`src/rtl/dvo_pkg.sv`:
```
`default_nettype none

package dvo_pkg;

    // field widths
    localparam int unsigned DAY_IN_W  = 6;
    localparam int unsigned MONTH_W   = 4;
    localparam int unsigned YEAR_W    = 14;
    localparam int unsigned OFFSET_W  = 18;
    localparam int unsigned DAY_OUT_W = 5;
    localparam int unsigned STATUS_W  = 3;
    localparam int unsigned CFG_IDX_W = 3;
    localparam int unsigned CFG_DAT_W = 14;

    typedef enum logic [STATUS_W-1:0] {
        ST_OK         = 3'd0,
        ST_YEAR_IN    = 3'd1,
        ST_BAD_DAY    = 3'd2,
        ST_BAD_MONTH  = 3'd3,
        ST_PAST_MONTH = 3'd4,
        ST_NOT_LEAP   = 3'd5,
        ST_YEAR_OUT   = 3'd6
    } t_status;

    // register indexes
    localparam logic [CFG_IDX_W-1:0] CFG_MIN_YEAR    = 3'd0;
    localparam logic [CFG_IDX_W-1:0] CFG_MAX_YEAR    = 3'd1;
    localparam logic [CFG_IDX_W-1:0] CFG_TODAY_DAY   = 3'd2;
    localparam logic [CFG_IDX_W-1:0] CFG_TODAY_MONTH = 3'd3;
    localparam logic [CFG_IDX_W-1:0] CFG_TODAY_YEAR  = 3'd4;

    // register reset values
    localparam logic [YEAR_W-1:0]    RST_MIN_YEAR    = 14'd1902;
    localparam logic [YEAR_W-1:0]    RST_MAX_YEAR    = 14'd2037;
    localparam logic [DAY_OUT_W-1:0] RST_TODAY_DAY   = 5'd1;
    localparam logic [MONTH_W-1:0]   RST_TODAY_MONTH = 4'd1;
    localparam logic [YEAR_W-1:0]    RST_TODAY_YEAR  = 14'd2000;

    // calendar constants
    localparam int unsigned DAYS_ERA    = 146097;   // days in 400 years
    localparam int unsigned DAYS_C4     = 1460;
    localparam int unsigned DAYS_C100   = 36524;
    localparam int unsigned DAYS_YEAR   = 365;
    localparam int unsigned YEAR_BIAS   = 400;      // keeps day numbers positive

    // reciprocal multipliers, exact over the value ranges used here
    localparam int unsigned SH25   = 18;
    localparam logic [13:0] K25    = 14'(((64'd1 << SH25) + 64'd24) / 64'd25);
    localparam int unsigned SHERA  = 41;
    localparam logic [23:0] KERA   =
        24'(((64'd1 << SHERA) + 64'(DAYS_ERA) - 64'd1) / 64'(DAYS_ERA));
    localparam int unsigned SHC4   = 29;
    localparam logic [18:0] KC4    =
        19'(((64'd1 << SHC4) + 64'(DAYS_C4) - 64'd1) / 64'(DAYS_C4));
    localparam int unsigned SHC100 = 34;
    localparam logic [18:0] KC100  =
        19'(((64'd1 << SHC100) + 64'(DAYS_C100) - 64'd1) / 64'(DAYS_C100));
    localparam int unsigned SHYR   = 27;
    localparam logic [18:0] KYR    =
        19'(((64'd1 << SHYR) + 64'(DAYS_YEAR) - 64'd1) / 64'(DAYS_YEAR));

    // longest length of each month, february as 29
    function automatic logic [DAY_OUT_W-1:0] month_len(input logic [MONTH_W-1:0] m);
        logic [DAY_OUT_W-1:0] len;
        unique case (m)
            4'd2:                     len = 5'd29;
            4'd4, 4'd6, 4'd9, 4'd11:  len = 5'd30;
            4'd1, 4'd3, 4'd5, 4'd7,
            4'd8, 4'd10, 4'd12:       len = 5'd31;
            default:                  len = 5'd0;
        endcase
        return len;
    endfunction

    // first day of each month in a year that starts on march 1
    function automatic logic [8:0] march_start(input logic [MONTH_W-1:0] mp);
        logic [8:0] s;
        unique case (mp)
            4'd0:    s = 9'd0;
            4'd1:    s = 9'd31;
            4'd2:    s = 9'd61;
            4'd3:    s = 9'd92;
            4'd4:    s = 9'd122;
            4'd5:    s = 9'd153;
            4'd6:    s = 9'd184;
            4'd7:    s = 9'd214;
            4'd8:    s = 9'd245;
            4'd9:    s = 9'd275;
            4'd10:   s = 9'd306;
            4'd11:   s = 9'd337;
            default: s = 9'd0;
        endcase
        return s;
    endfunction

endpackage

`default_nettype wire

```
`src/rtl/date_validate_and_offset_top.sv`:
```
`default_nettype none

// channel   | direction | handshake                       | payload
// ----------+-----------+---------------------------------+---------------------------------
// s_axis    | in        | s_axis_tvalid / s_axis_tready   | day, month, year, day offset
// m_axis    | out       | m_axis_tvalid / m_axis_tready   | day, month, year; status in tuser
// cfg       | in        | i_cfg_valid / o_cfg_ready       | register index, write data
//
// eleven register stages, one word in and one word out per cycle while the output is not stalled
// the longest stage is the 24 x 23 bit reciprocal multiply that finds the 400-year era
// all stages advance together; a stalled output freezes the whole pipe, input ready follows
// i_rst_n (synchronous, active low) clears the stage valid bits and loads register defaults
// cfg writes are always taken (o_cfg_ready high); no clearing pass after reset

module date_validate_and_offset_top (
    input  wire logic        i_clk,
    input  wire logic        i_rst_n,
    // [5:0] in_day, [9:6] in_month, [23:10] in_year, [41:24] day_offset, [47:42] zero
    input  wire logic [47:0] s_axis_tdata,
    input  wire logic        s_axis_tvalid,
    output logic             s_axis_tready,
    // [4:0] out_day, [8:5] out_month, [22:9] out_year, [23] zero
    output logic [23:0]      m_axis_tdata,
    // [2:0] status
    output logic [2:0]       m_axis_tuser,
    output logic             m_axis_tvalid,
    input  wire logic        m_axis_tready,
    input  wire logic        i_cfg_valid,
    output logic             o_cfg_ready,
    input  wire logic [2:0]  i_cfg_index,
    input  wire logic [13:0] i_cfg_data
);

    localparam int unsigned NSTAGE = 11;

    // configuration registers
    logic [13:0] r_min_year;
    logic [13:0] r_max_year;
    logic [4:0]  r_today_day;
    logic [3:0]  r_today_month;
    logic [13:0] r_today_year;

    // stage valid bits and the global advance
    logic [NSTAGE-1:0] r_vld;
    logic              en;

    // input word fields
    logic [5:0]         w_in_day;
    logic [3:0]         w_in_month;
    logic [13:0]        w_in_year;
    logic signed [17:0] w_in_off;

    // stage 1: substitution and checks
    logic [5:0]           n1_d;
    logic [3:0]           n1_m;
    logic [13:0]          n1_y;
    dvo_pkg::t_status     n1_st;
    dvo_pkg::t_status     r1_st;
    logic                 r1_feb29;
    logic                 r1_jf;
    logic [13:0]          r1_y;
    logic [3:0]           r1_mp;
    logic [4:0]           r1_dm1;
    logic signed [17:0]   r1_off;

    // stage 2: centuries of biased year and of the input year
    logic [14:0]          n2_yb;
    logic [26:0]          n2_prod_yb;
    logic [25:0]          n2_prod_y;
    dvo_pkg::t_status     r2_st;
    logic                 r2_feb29;
    logic [13:0]          r2_y;
    logic [14:0]          r2_yb;
    logic [7:0]           r2_cyb;
    logic [7:0]           r2_cy;
    logic [3:0]           r2_mp;
    logic [4:0]           r2_dm1;
    logic signed [17:0]   r2_off;

    // stage 3: leap test and day count of the year start
    logic                 n3_leap;
    dvo_pkg::t_status     r3_st;
    logic [22:0]          r3_zy;
    logic [8:0]           r3_doy;
    logic signed [17:0]   r3_off;

    // stage 4: add offset
    logic [23:0]          n4_sum;
    dvo_pkg::t_status     r4_st;
    logic [22:0]          r4_w;

    // stage 5: era
    logic [46:0]          n5_prod;
    dvo_pkg::t_status     r5_st;
    logic [22:0]          r5_w;
    logic [5:0]           r5_era;

    // stage 6: day of era
    logic [22:0]          n6_doe;
    dvo_pkg::t_status     r6_st;
    logic [5:0]           r6_era;
    logic [17:0]          r6_doe;

    // stage 7: leap corrections
    logic [36:0]          n7_pa;
    logic [36:0]          n7_pb;
    logic [17:0]          n7_t;
    dvo_pkg::t_status     r7_st;
    logic [5:0]           r7_era;
    logic [17:0]          r7_doe;
    logic [17:0]          r7_t;

    // stage 8: year of era
    logic [36:0]          n8_prod;
    dvo_pkg::t_status     r8_st;
    logic [5:0]           r8_era;
    logic [17:0]          r8_doe;
    logic [8:0]           r8_yoe;

    // stage 9: day of year
    logic [1:0]           n9_cent;
    logic [17:0]          n9_ystart;
    logic [17:0]          n9_doy;
    dvo_pkg::t_status     r9_st;
    logic [5:0]           r9_era;
    logic [8:0]           r9_yoe;
    logic [8:0]           r9_doy;

    // stage 10: month index and result year
    logic [3:0]           n10_mp;
    dvo_pkg::t_status     r10_st;
    logic [3:0]           r10_mp;
    logic [8:0]           r10_doy;
    logic [15:0]          r10_ry;

    // stage 11: output word
    logic [4:0]           n11_d;
    logic [3:0]           n11_m;
    dvo_pkg::t_status     n11_st;
    dvo_pkg::t_status     r_out_st;
    logic [4:0]           r_out_day;
    logic [3:0]           r_out_month;
    logic [13:0]          r_out_year;

    assign en            = !r_vld[NSTAGE-1] || m_axis_tready;
    assign s_axis_tready = en;
    assign o_cfg_ready   = 1'b1;
    assign m_axis_tvalid = r_vld[NSTAGE-1];
    assign m_axis_tdata  = {1'b0, r_out_year, r_out_month, r_out_day};
    assign m_axis_tuser  = r_out_st;

    assign w_in_day   = s_axis_tdata[5:0];
    assign w_in_month = s_axis_tdata[9:6];
    assign w_in_year  = s_axis_tdata[23:10];
    assign w_in_off   = $signed(s_axis_tdata[41:24]);

    // zero fields take today's date, then checks in priority order
    always_comb begin
        n1_d = (w_in_day == 6'd0) ? {1'b0, r_today_day} : w_in_day;
        n1_m = (w_in_month == 4'd0) ? r_today_month : w_in_month;
        n1_y = (w_in_year == 14'd0) ? r_today_year : w_in_year;
        if (n1_y < r_min_year || n1_y > r_max_year) begin
            n1_st = dvo_pkg::ST_YEAR_IN;
        end else if (n1_d == 6'd0 || n1_d > 6'd31) begin
            n1_st = dvo_pkg::ST_BAD_DAY;
        end else if (n1_m == 4'd0 || n1_m > 4'd12) begin
            n1_st = dvo_pkg::ST_BAD_MONTH;
        end else if (n1_d > {1'b0, dvo_pkg::month_len(n1_m)}) begin
            n1_st = dvo_pkg::ST_PAST_MONTH;
        end else begin
            n1_st = dvo_pkg::ST_OK;
        end
    end

    // january and february count with the previous year; bias by 400 years
    assign n2_yb      = 15'({1'b0, r1_y}) + 15'(dvo_pkg::YEAR_BIAS) - 15'(r1_jf);
    assign n2_prod_yb = 27'(n2_yb[14:2]) * 27'(dvo_pkg::K25);
    assign n2_prod_y  = 26'(r1_y[13:2]) * 26'(dvo_pkg::K25);

    // gregorian leap rule from year / 100
    assign n3_leap = (r2_y[1:0] == 2'd0)
                  && ((r2_y[13:2] != 12'(r2_cy) * 12'd25) || (r2_cy[1:0] == 2'd0));

    assign n4_sum = $signed({1'b0, r3_zy}) + $signed({15'd0, r3_doy})
                  + $signed({{6{r3_off[17]}}, r3_off});

    assign n5_prod = 47'(r4_w) * 47'(dvo_pkg::KERA);
    assign n6_doe  = r5_w - 23'(r5_era) * 23'(dvo_pkg::DAYS_ERA);

    assign n7_pa = 37'(r6_doe) * 37'(dvo_pkg::KC4);
    assign n7_pb = 37'(r6_doe) * 37'(dvo_pkg::KC100);
    assign n7_t  = r6_doe - 18'(n7_pa[35:dvo_pkg::SHC4])
                 + 18'(n7_pb[36:dvo_pkg::SHC100])
                 - 18'(r6_doe == 18'(dvo_pkg::DAYS_ERA - 1));

    assign n8_prod = 37'(r7_t) * 37'(dvo_pkg::KYR);

    always_comb begin
        if (r8_yoe >= 9'd300) begin
            n9_cent = 2'd3;
        end else if (r8_yoe >= 9'd200) begin
            n9_cent = 2'd2;
        end else if (r8_yoe >= 9'd100) begin
            n9_cent = 2'd1;
        end else begin
            n9_cent = 2'd0;
        end
        n9_ystart = 18'(r8_yoe) * 18'(dvo_pkg::DAYS_YEAR) + 18'(r8_yoe[8:2]) - 18'(n9_cent);
        n9_doy    = r8_doe - n9_ystart;
    end

    // month index from independent compares against the march-based table
    always_comb begin
        n10_mp = 4'd0;
        for (int i = 1; i < 12; i++) begin
            if (r9_doy >= dvo_pkg::march_start(4'(i))) begin
                n10_mp = 4'(i);
            end
        end
    end

    always_comb begin
        n11_d = 5'(r10_doy - dvo_pkg::march_start(r10_mp) + 9'd1);
        n11_m = (r10_mp < 4'd10) ? r10_mp + 4'd3 : r10_mp - 4'd9;
        n11_st = r10_st;
        if (r10_st == dvo_pkg::ST_OK
            && ($signed(r10_ry) < $signed({2'b00, r_min_year})
             || $signed(r10_ry) > $signed({2'b00, r_max_year}))) begin
            n11_st = dvo_pkg::ST_YEAR_OUT;
        end
    end

    // control and configuration
    always_ff @(posedge i_clk) begin
        if (!i_rst_n) begin
            r_vld         <= '0;
            r_min_year    <= dvo_pkg::RST_MIN_YEAR;
            r_max_year    <= dvo_pkg::RST_MAX_YEAR;
            r_today_day   <= dvo_pkg::RST_TODAY_DAY;
            r_today_month <= dvo_pkg::RST_TODAY_MONTH;
            r_today_year  <= dvo_pkg::RST_TODAY_YEAR;
        end else begin
            if (en) begin
                r_vld <= {r_vld[NSTAGE-2:0], s_axis_tvalid};
            end
            if (i_cfg_valid) begin
                unique case (i_cfg_index)
                    dvo_pkg::CFG_MIN_YEAR:    r_min_year    <= i_cfg_data;
                    dvo_pkg::CFG_MAX_YEAR:    r_max_year    <= i_cfg_data;
                    dvo_pkg::CFG_TODAY_DAY:   r_today_day   <= i_cfg_data[4:0];
                    dvo_pkg::CFG_TODAY_MONTH: r_today_month <= i_cfg_data[3:0];
                    dvo_pkg::CFG_TODAY_YEAR:  r_today_year  <= i_cfg_data;
                    default: ;
                endcase
            end
        end
    end

    // datapath stages
    always_ff @(posedge i_clk) begin
        if (en) begin
            // stage 1
            r1_st    <= n1_st;
            r1_feb29 <= (n1_m == 4'd2) && (n1_d == 6'd29);
            r1_jf    <= (n1_m <= 4'd2);
            r1_y     <= n1_y;
            r1_mp    <= (n1_m > 4'd2) ? n1_m - 4'd3 : n1_m + 4'd9;
            r1_dm1   <= 5'(n1_d - 6'd1);
            r1_off   <= w_in_off;
            // stage 2
            r2_st    <= r1_st;
            r2_feb29 <= r1_feb29;
            r2_y     <= r1_y;
            r2_yb    <= n2_yb;
            r2_cyb   <= n2_prod_yb[25:dvo_pkg::SH25];
            r2_cy    <= n2_prod_y[25:dvo_pkg::SH25];
            r2_mp    <= r1_mp;
            r2_dm1   <= r1_dm1;
            r2_off   <= r1_off;
            // stage 3
            r3_st    <= (r2_st == dvo_pkg::ST_OK && r2_feb29 && !n3_leap)
                        ? dvo_pkg::ST_NOT_LEAP : r2_st;
            r3_zy    <= 23'(r2_yb) * 23'(dvo_pkg::DAYS_YEAR) + 23'(r2_yb[14:2])
                        - 23'(r2_cyb) + 23'(r2_cyb[7:2]);
            r3_doy   <= dvo_pkg::march_start(r2_mp) + 9'(r2_dm1);
            r3_off   <= r2_off;
            // stage 4
            r4_st    <= r3_st;
            r4_w     <= n4_sum[22:0];
            // stage 5
            r5_st    <= r4_st;
            r5_w     <= r4_w;
            r5_era   <= n5_prod[46:dvo_pkg::SHERA];
            // stage 6
            r6_st    <= r5_st;
            r6_era   <= r5_era;
            r6_doe   <= n6_doe[17:0];
            // stage 7
            r7_st    <= r6_st;
            r7_era   <= r6_era;
            r7_doe   <= r6_doe;
            r7_t     <= n7_t;
            // stage 8
            r8_st    <= r7_st;
            r8_era   <= r7_era;
            r8_doe   <= r7_doe;
            r8_yoe   <= n8_prod[35:dvo_pkg::SHYR];
            // stage 9
            r9_st    <= r8_st;
            r9_era   <= r8_era;
            r9_yoe   <= r8_yoe;
            r9_doy   <= n9_doy[8:0];
            // stage 10, january and february belong to the next year
            r10_st   <= r9_st;
            r10_mp   <= n10_mp;
            r10_doy  <= r9_doy;
            r10_ry   <= 16'(r9_yoe) + 16'(r9_era) * 16'(dvo_pkg::YEAR_BIAS)
                        + 16'(n10_mp >= 4'd10) - 16'(dvo_pkg::YEAR_BIAS);
            // stage 11, fields zero on any error
            r_out_st <= n11_st;
            if (n11_st == dvo_pkg::ST_OK) begin
                r_out_day   <= n11_d;
                r_out_month <= n11_m;
                r_out_year  <= r10_ry[13:0];
            end else begin
                r_out_day   <= '0;
                r_out_month <= '0;
                r_out_year  <= '0;
            end
        end
    end

    // a stalled output holds every stage in place
    a_stall_holds: assert property (@(posedge i_clk) disable iff (!i_rst_n)
        m_axis_tvalid && !m_axis_tready |=> r_vld == $past(r_vld))
        else $error("pipeline moved during stall");

    // error words carry zero date fields
    a_error_zero: assert property (@(posedge i_clk) disable iff (!i_rst_n)
        m_axis_tvalid && m_axis_tuser != dvo_pkg::ST_OK |-> m_axis_tdata == 24'd0)
        else $error("error word with nonzero date");

    // good words carry a plain date within the year limits
    a_ok_date: assert property (@(posedge i_clk) disable iff (!i_rst_n)
        m_axis_tvalid && m_axis_tuser == dvo_pkg::ST_OK |->
            r_out_day != 5'd0 && r_out_month != 4'd0 && r_out_month <= 4'd12
            && r_out_year >= r_min_year && r_out_year <= r_max_year)
        else $error("good word with bad date");

endmodule

`default_nettype wire
```
`config.mk`:
```
export PLATFORM = sky130hd
export DESIGN_NAME = date_validate_and_offset_top
export DESIGN_NICKNAME = d
export VERILOG_FILES = /design/src/rtl/dvo_pkg.sv /design/src/rtl/date_validate_and_offset_top.sv
export SDC_FILE = /design/constraint.sdc
export NUM_CORES = 2
export LEC_CHECK = 0
export ABC_AREA = 0
export BUFFER_PORTS_ARGS = -buffer_cell sky130_fd_sc_hd__buf_2
export CAP_MARGIN = 15
export CELL_PAD_IN_SITES_DETAIL_PLACEMENT = 0
export CELL_PAD_IN_SITES_GLOBAL_PLACEMENT = 2
export CORE_MARGIN = 10
export CORE_UTILIZATION = 45
export DETAILED_ROUTE_END_ITERATION = 10
export PLACE_DENSITY = 0.83
export SLEW_MARGIN = 10
export SYNTH_ARGS = -nofsm -noshare
export SYNTH_HDL_FRONTEND = slang
export SYNTH_SLANG_ARGS = --single-unit
```
`constraint.sdc`:
```
create_clock -name i_clk -period 19.8 [get_ports i_clk]
set_clock_uncertainty 0.1 [all_clocks]
set_input_delay 1.98 -clock i_clk [delete_from_list [all_inputs] [get_ports i_clk]]
set_output_delay 1.98 -clock i_clk [all_outputs]
set_load 0.05 [all_outputs]
```
Word-level counts from Yosys, hierarchy flattened
Memories as Yosys holds them, arrays and structs flattened. A register that Yosys moved wholly into a read port is not among the register bits.
Index checks and enable logic that the tools add are counted.

storage, ports and cells
  bits in registers = 461
  bits in latches = 0
  RAM bits = 0
  memory bits (read-only) = 368
  bits of input ports = 70
  output and inout port bits = 30
  word-level logic and storage cells = 186
  memories kept = 3

cells by class
  add/subtract/negate cells = 25
  multipliers = 11
  div/mod/pow operators = 0
  magnitude comparators = 25
  eq/ne operators = 8
  shift-type cells = 0
  multiplexer cells = 29
  bitwise gates (word level) = 0
  reduce and logical (&&, ||, !) cells = 30

memory list
  memory           words  bits a word  read ports  clocked after memory_dff  write ports  line           source
  (no name shown)  16     9            1           1                         0            dvo_pkg.sv:78  unique case (mp)
  (no name shown)  16     9            1           1                         0            dvo_pkg.sv:78
  (no name shown)  16     5            1           0                         0            dvo_pkg.sv:65  unique case (m)

operators by type and width
  kind                    count
  $mul 18x16->33 const B  2
  $mux 4                  15
  $mul 23x24->47 const B  1
  $ge 9x8->1 const B      5
  $mul 18x19->37 const B  1
  $ge 9x9->1 const B      4
  $ge 9x7->1 const B      3
  $mul 12x13->25 const B  1
  $mul 13x13->25 const B  1
  $add 23x13->23          1
  $add 23x18->23          1
  $add 23x6->23           1
  $add 23x9->23           1
  $mul 15x9->23 const B   1
  $sub 23x8->23           1
  $add 18x3->18           1
  $eq 18x18->1 const B    1
  $mul 6x18->18 const B   1
  $sub 18x1->18           1
  $sub 18x18->18          1
  $sub 18x7->18           1
  $add 16x1->16           1
  $add 9x15->16           1
  $gt 16x15->1            1
  other kinds (52)        80

Logic depth before layout (Yosys ltp)
  word-level depth = 15
  mapped depth = 36
  mapped depth without buffers = 36

Worst setup path after synthesis
No wires, ideal clock.

  path kind = input port to output port
  from = input port m_axis_tready
  to = output port s_axis_tready
  data arrival time = 13.630 ns
  required time = 17.720 ns
  slack = 4.090 ns
  stages = 4
  buffers on the path = 2
  cells stage by stage = nor2b_1 -> clkbuf_1 -> clkinv_1 -> clkbuf_1

on the way
  cells in the longest elaborated chain, start to end = 1

RTL lines
  element           line                                 source
  from (decl)       date_validate_and_offset_top.sv:27   input wire logic m_axis_tready,
  $logic_or 1x1->1  date_validate_and_offset_top.sv:145  assign en = !r_vld[NSTAGE-1] || m_axis_tready;
  to (decl)         date_validate_and_offset_top.sv:21   output logic s_axis_tready,

Every way passes these cells.

Worst setup path after layout
  from = register r6_doe[13]
  to = register r7_t[17] (data pin)

on the way
  cells in the longest elaborated chain, start to end = 4
  elaborated cells on any way between the ends = 6
  classes of those cells = 3 x add/sub; 2 x mul; 1 x eq/ne

RTL lines
  element                 line                                 source
  from (decl)             date_validate_and_offset_top.sv:102  logic [17:0] r6_doe;
  from (signal assigned)  date_validate_and_offset_top.sv:297  r6_doe <= n6_doe[17:0];
  $mul 18x16->33          date_validate_and_offset_top.sv:190  assign n7_pa = 37'(r6_doe) * 37'(dvo_pkg::KC4);
  $sub 18x7->18           date_validate_and_offset_top.sv:192  assign n7_t = r6_doe - 18'(n7_pa[35:dvo_pkg::SHC4])
  $add 18x3->18           date_validate_and_offset_top.sv:193  + 18'(n7_pb[36:dvo_pkg::SHC100])
  $sub 18x1->18 (*)       date_validate_and_offset_top.sv:194  - 18'(r6_doe == 18'(dvo_pkg::DAYS_ERA - 1));
  via n7_t[17]            date_validate_and_offset_top.sv:107  logic [17:0] n7_t;
  to (signal assigned)    date_validate_and_offset_top.sv:302  r7_t <= n7_t;
  to (decl)               date_validate_and_offset_top.sv:111  logic [17:0] r7_t;

The timed path passes the listed nets; every way through them passes the cells marked *.
A chain may end at the register's enable or synchronous reset.

==> impl_metrics.ini <==
[sta]
min_period_ps = 10160
fmax_mhz = 98.4
tightest_slew_ps = 1090
min_period_over_period_pct = 51.3
report.final.slew_viol_count = 0
rsz0062_at_grt = no
maxSlewHeadroom_pct = 26.7
hold_viol = 0
setup_violations = 0
fin_tns_setup_ps = 0
hold_ws_ps = 282

[clock_network]
cts_buffers = 58
insertion_delay_ps = 650
path_clk_slew_ps = 60
cts_sinks = 475
ctsResizeCount = 0
clockRootBuffer = clkbuf_16
clk_path_buf_depth = 3
htree_num_levels = 2
ctsHoldBuffers = 0
post_cts.repair.setup_buffers = 0
cts_tree = yes

[worst_setup_path]
critPathKind = register to register
timing.rr.end = r7_t[17]$_DFFE_PN_
end_kind = register
cp-start-kind = register
crit-reg2reg-launch = r6_doe[13]$_DFFE_PN_
worstPathArrival_ps = 10450
rr_worst_depth = 28
slowest_delay_ps = 970
cp.required_ps = 20090
slowest_stage = edfxtp_1
r2r_setup_slack_ps = 9640
critPathMaxFanout = 11
cp_common_cell = fa_1

[synthesis]
ys_seq_elements = 475
ys_top_cells_by_area = fa_1 (27%), ha_1 (26%), edfxtp_1 (20%)
netlist_area_sq_mm = 0.0590
synth-edff-count = 399
syn_inst = 5303
synth_nets = 7409
yosysUniqueCellTypes = 78
postSynth.asyncResetShare_pct = 0
netlist.area_leader.share_pct = 27.0
ys_warn_count = 0
syn_avg_cell_area_sq_um = 11.1
synthFlopType = edfxtp_1
seq_area_frac_synth_pct = 22.9
synth_largest_area_cell = fa_1

[floorplan]
start_util_pct = 45.5
die_area_sq_mm = 0.146
coreArea_sq_mm = 0.130
die_h_um = 382
rows = 132
die_width_um = 382
ios = 100

[finish]
utilization_pct = 49.1
area_delta_synth_final_pct = 8.11
design_area_sq_mm = 0.0638
final_cell_mix = inv_1 (1343), ha_1 (1239), fa_1 (797), edfxtp_1 (399), nand2_1 (182)
final_nets = 7554
final_common_cell = inv_1
final_layout_size_suffix_gt1_share_pct = 4.18
diodes = 0

[route]
ant_nets = 0
drtIter0Drc = 1445
wl_per_cell_um = 17.5
viasPerCell = 4.94
drc_errors = 0
drt_pass1_iterations = 5
wirelength_um = 126000
num_vias = 35800

[worst_hold_path]
holdPathStages = 0
whs_endpoint = r9_era[3]$_DFFE_PN_
min_path_type = register to register
hold_start = r8_era[3]$_DFFE_PN_

[global_route]
globalRouteOverflowTotal = 0
grt_usage_pct = 17.8
grt_max_degree = 151
antenna_found_initial = 1
grt_pass1_vias = 38100
grt_first_pass_wirelength_um = 208000

[run_status]
status = finished clean

[placement]
port_buffers = 91
place_area_sq_mm = 0.0617
gp_congestion = 0.874
dpl.hpwl_um = 107000

[run]
cap_violations = 0
## per-layer routing
| metal | vias up | routed length [um] | global-route usage [%] | part of all wire [%] |
|---|---|---|---|---|
| li1 | 17500 | - | - | - |
| met1 | 17700 | 62300 | 25.7 | 49 |
| met2 | 419 | 58200 | 29.1 | 46 |
| met3 | 115 | 3820 | 1.76 | 3.0 |
| met4 | 0 | 2080 | 3.31 | 1.6 |
| met5 | - | 0 | 0 | 0 |
## worst max-delay path, delay by kind of cell (launching register included)
family                     cells  cell delay, ps
buffers and inverters          5             930
adders and majority gates      9            4260
and+or+nand+nor                2             440
DFF                            1             970
xor gates and xnor gates       2             570
AOI/OAI and AO/OA             10            2620
## Yosys cell counts (all sizes together) (5+ instances only)
library cell  instances
a2111oi               6
a211o                 5
a211oi               16
a21boi               33
a21o                108
a21oi               147
a221oi                6
a22o                  5
a311oi                5
a31oi                19
and2                 25
and3                 14
and4                  6
buf                   5
clkbuf               25
dfxtp                76
edfxtp              399
fa                  797
ha                 1239
inv                1343
mux2i                15
nand2               182
nand2b               14
nand3                60
nand4                23
nor2                138
nor2b                38
nor3                 37
nor4                 12
o2111ai              10
o211ai               28
o21a                 33
o21ai                95
o21bai               22
o221ai                6
o31ai                 9
o41ai                 6
or3                  11
or4                   6
xnor2               174
xor2                 50
## worst max-delay path by stage
stage          cells past startpoint  slack, ps            startpoint                  to
5_1_grt                           28       8880  r6_doe[13]$_DFFE_PN_  r7_t[17]$_DFFE_PN_
3_5_place_dp                      28       9650  r6_doe[13]$_DFFE_PN_  r7_t[17]$_DFFE_PN_
6_report                          28       9640  r6_doe[13]$_DFFE_PN_  r7_t[17]$_DFFE_PN_
2_1_floorplan                      4       4090         m_axis_tready       s_axis_tready
4_1_cts                           28       9700  r6_doe[13]$_DFFE_PN_  r7_t[17]$_DFFE_PN_
3_3_place_gp                      28       9610  r6_doe[13]$_DFFE_PN_  r7_t[17]$_DFFE_PN_
## metrics by stage
stage	setup WS, ps	cells
2_1_floorplan	4090	5303
3_3_place_gp	9610	7129
3_5_place_dp	9650	7129
4_1_cts	9700	7239
5_1_grt	8880	7240
6_report	9640	7240
## final cells by class
cell class                 instances  area [sq um]
clock buffer                      72          1540
fill                           11900         66000
clock inverter                    38           533
inverter                        1344          5050
multi-input combinational       3454         40300
tap                             1742          2180
sequential                       475         13500
timing repair buffer             115           652
## flip-flops by register name, summed over array words and instances, names as in the netlist, 9 cells and up, named ones only
| register | cells |
|---|---|
| r10_ry | 16 |
| r1_off | 18 |
| r1_y | 14 |
| r2_off | 18 |
| r2_y | 14 |
| r2_yb | 15 |
| r3_doy | 9 |
| r3_off | 18 |
| r3_zy | 23 |
| r4_w | 23 |
| r5_w | 18 |
| r6_doe | 18 |
| r7_doe | 9 |
| r7_t | 18 |
| r8_doe | 9 |
| r8_yoe | 9 |
| r9_doy | 9 |
| r9_yoe | 9 |
| r_max_year | 14 |
| r_min_year | 14 |
| r_out_year | 14 |
| r_today_year | 14 |
| r_vld | 11 |
## cell families (layout without fill, tap and decap cells)
family,Yosys count,count (layout),synth area share [%]
buffers and inverters,1374,1569,8.76
AND/OR/NAND/NOR,587,587,4.77
other,2,2,0.0127
adder cells (fa/ha/maj),2036,2036,53.3
multiplexers,16,16,0.274
AO/OA/AOI/OAI,589,589,6.66
XOR/XNOR,224,224,3.32
flip-flops,475,475,22.9
Power is left out: the tool's default activity adds up to more than one toggle a clock period on the data nets, which glitch-free logic cannot reach.
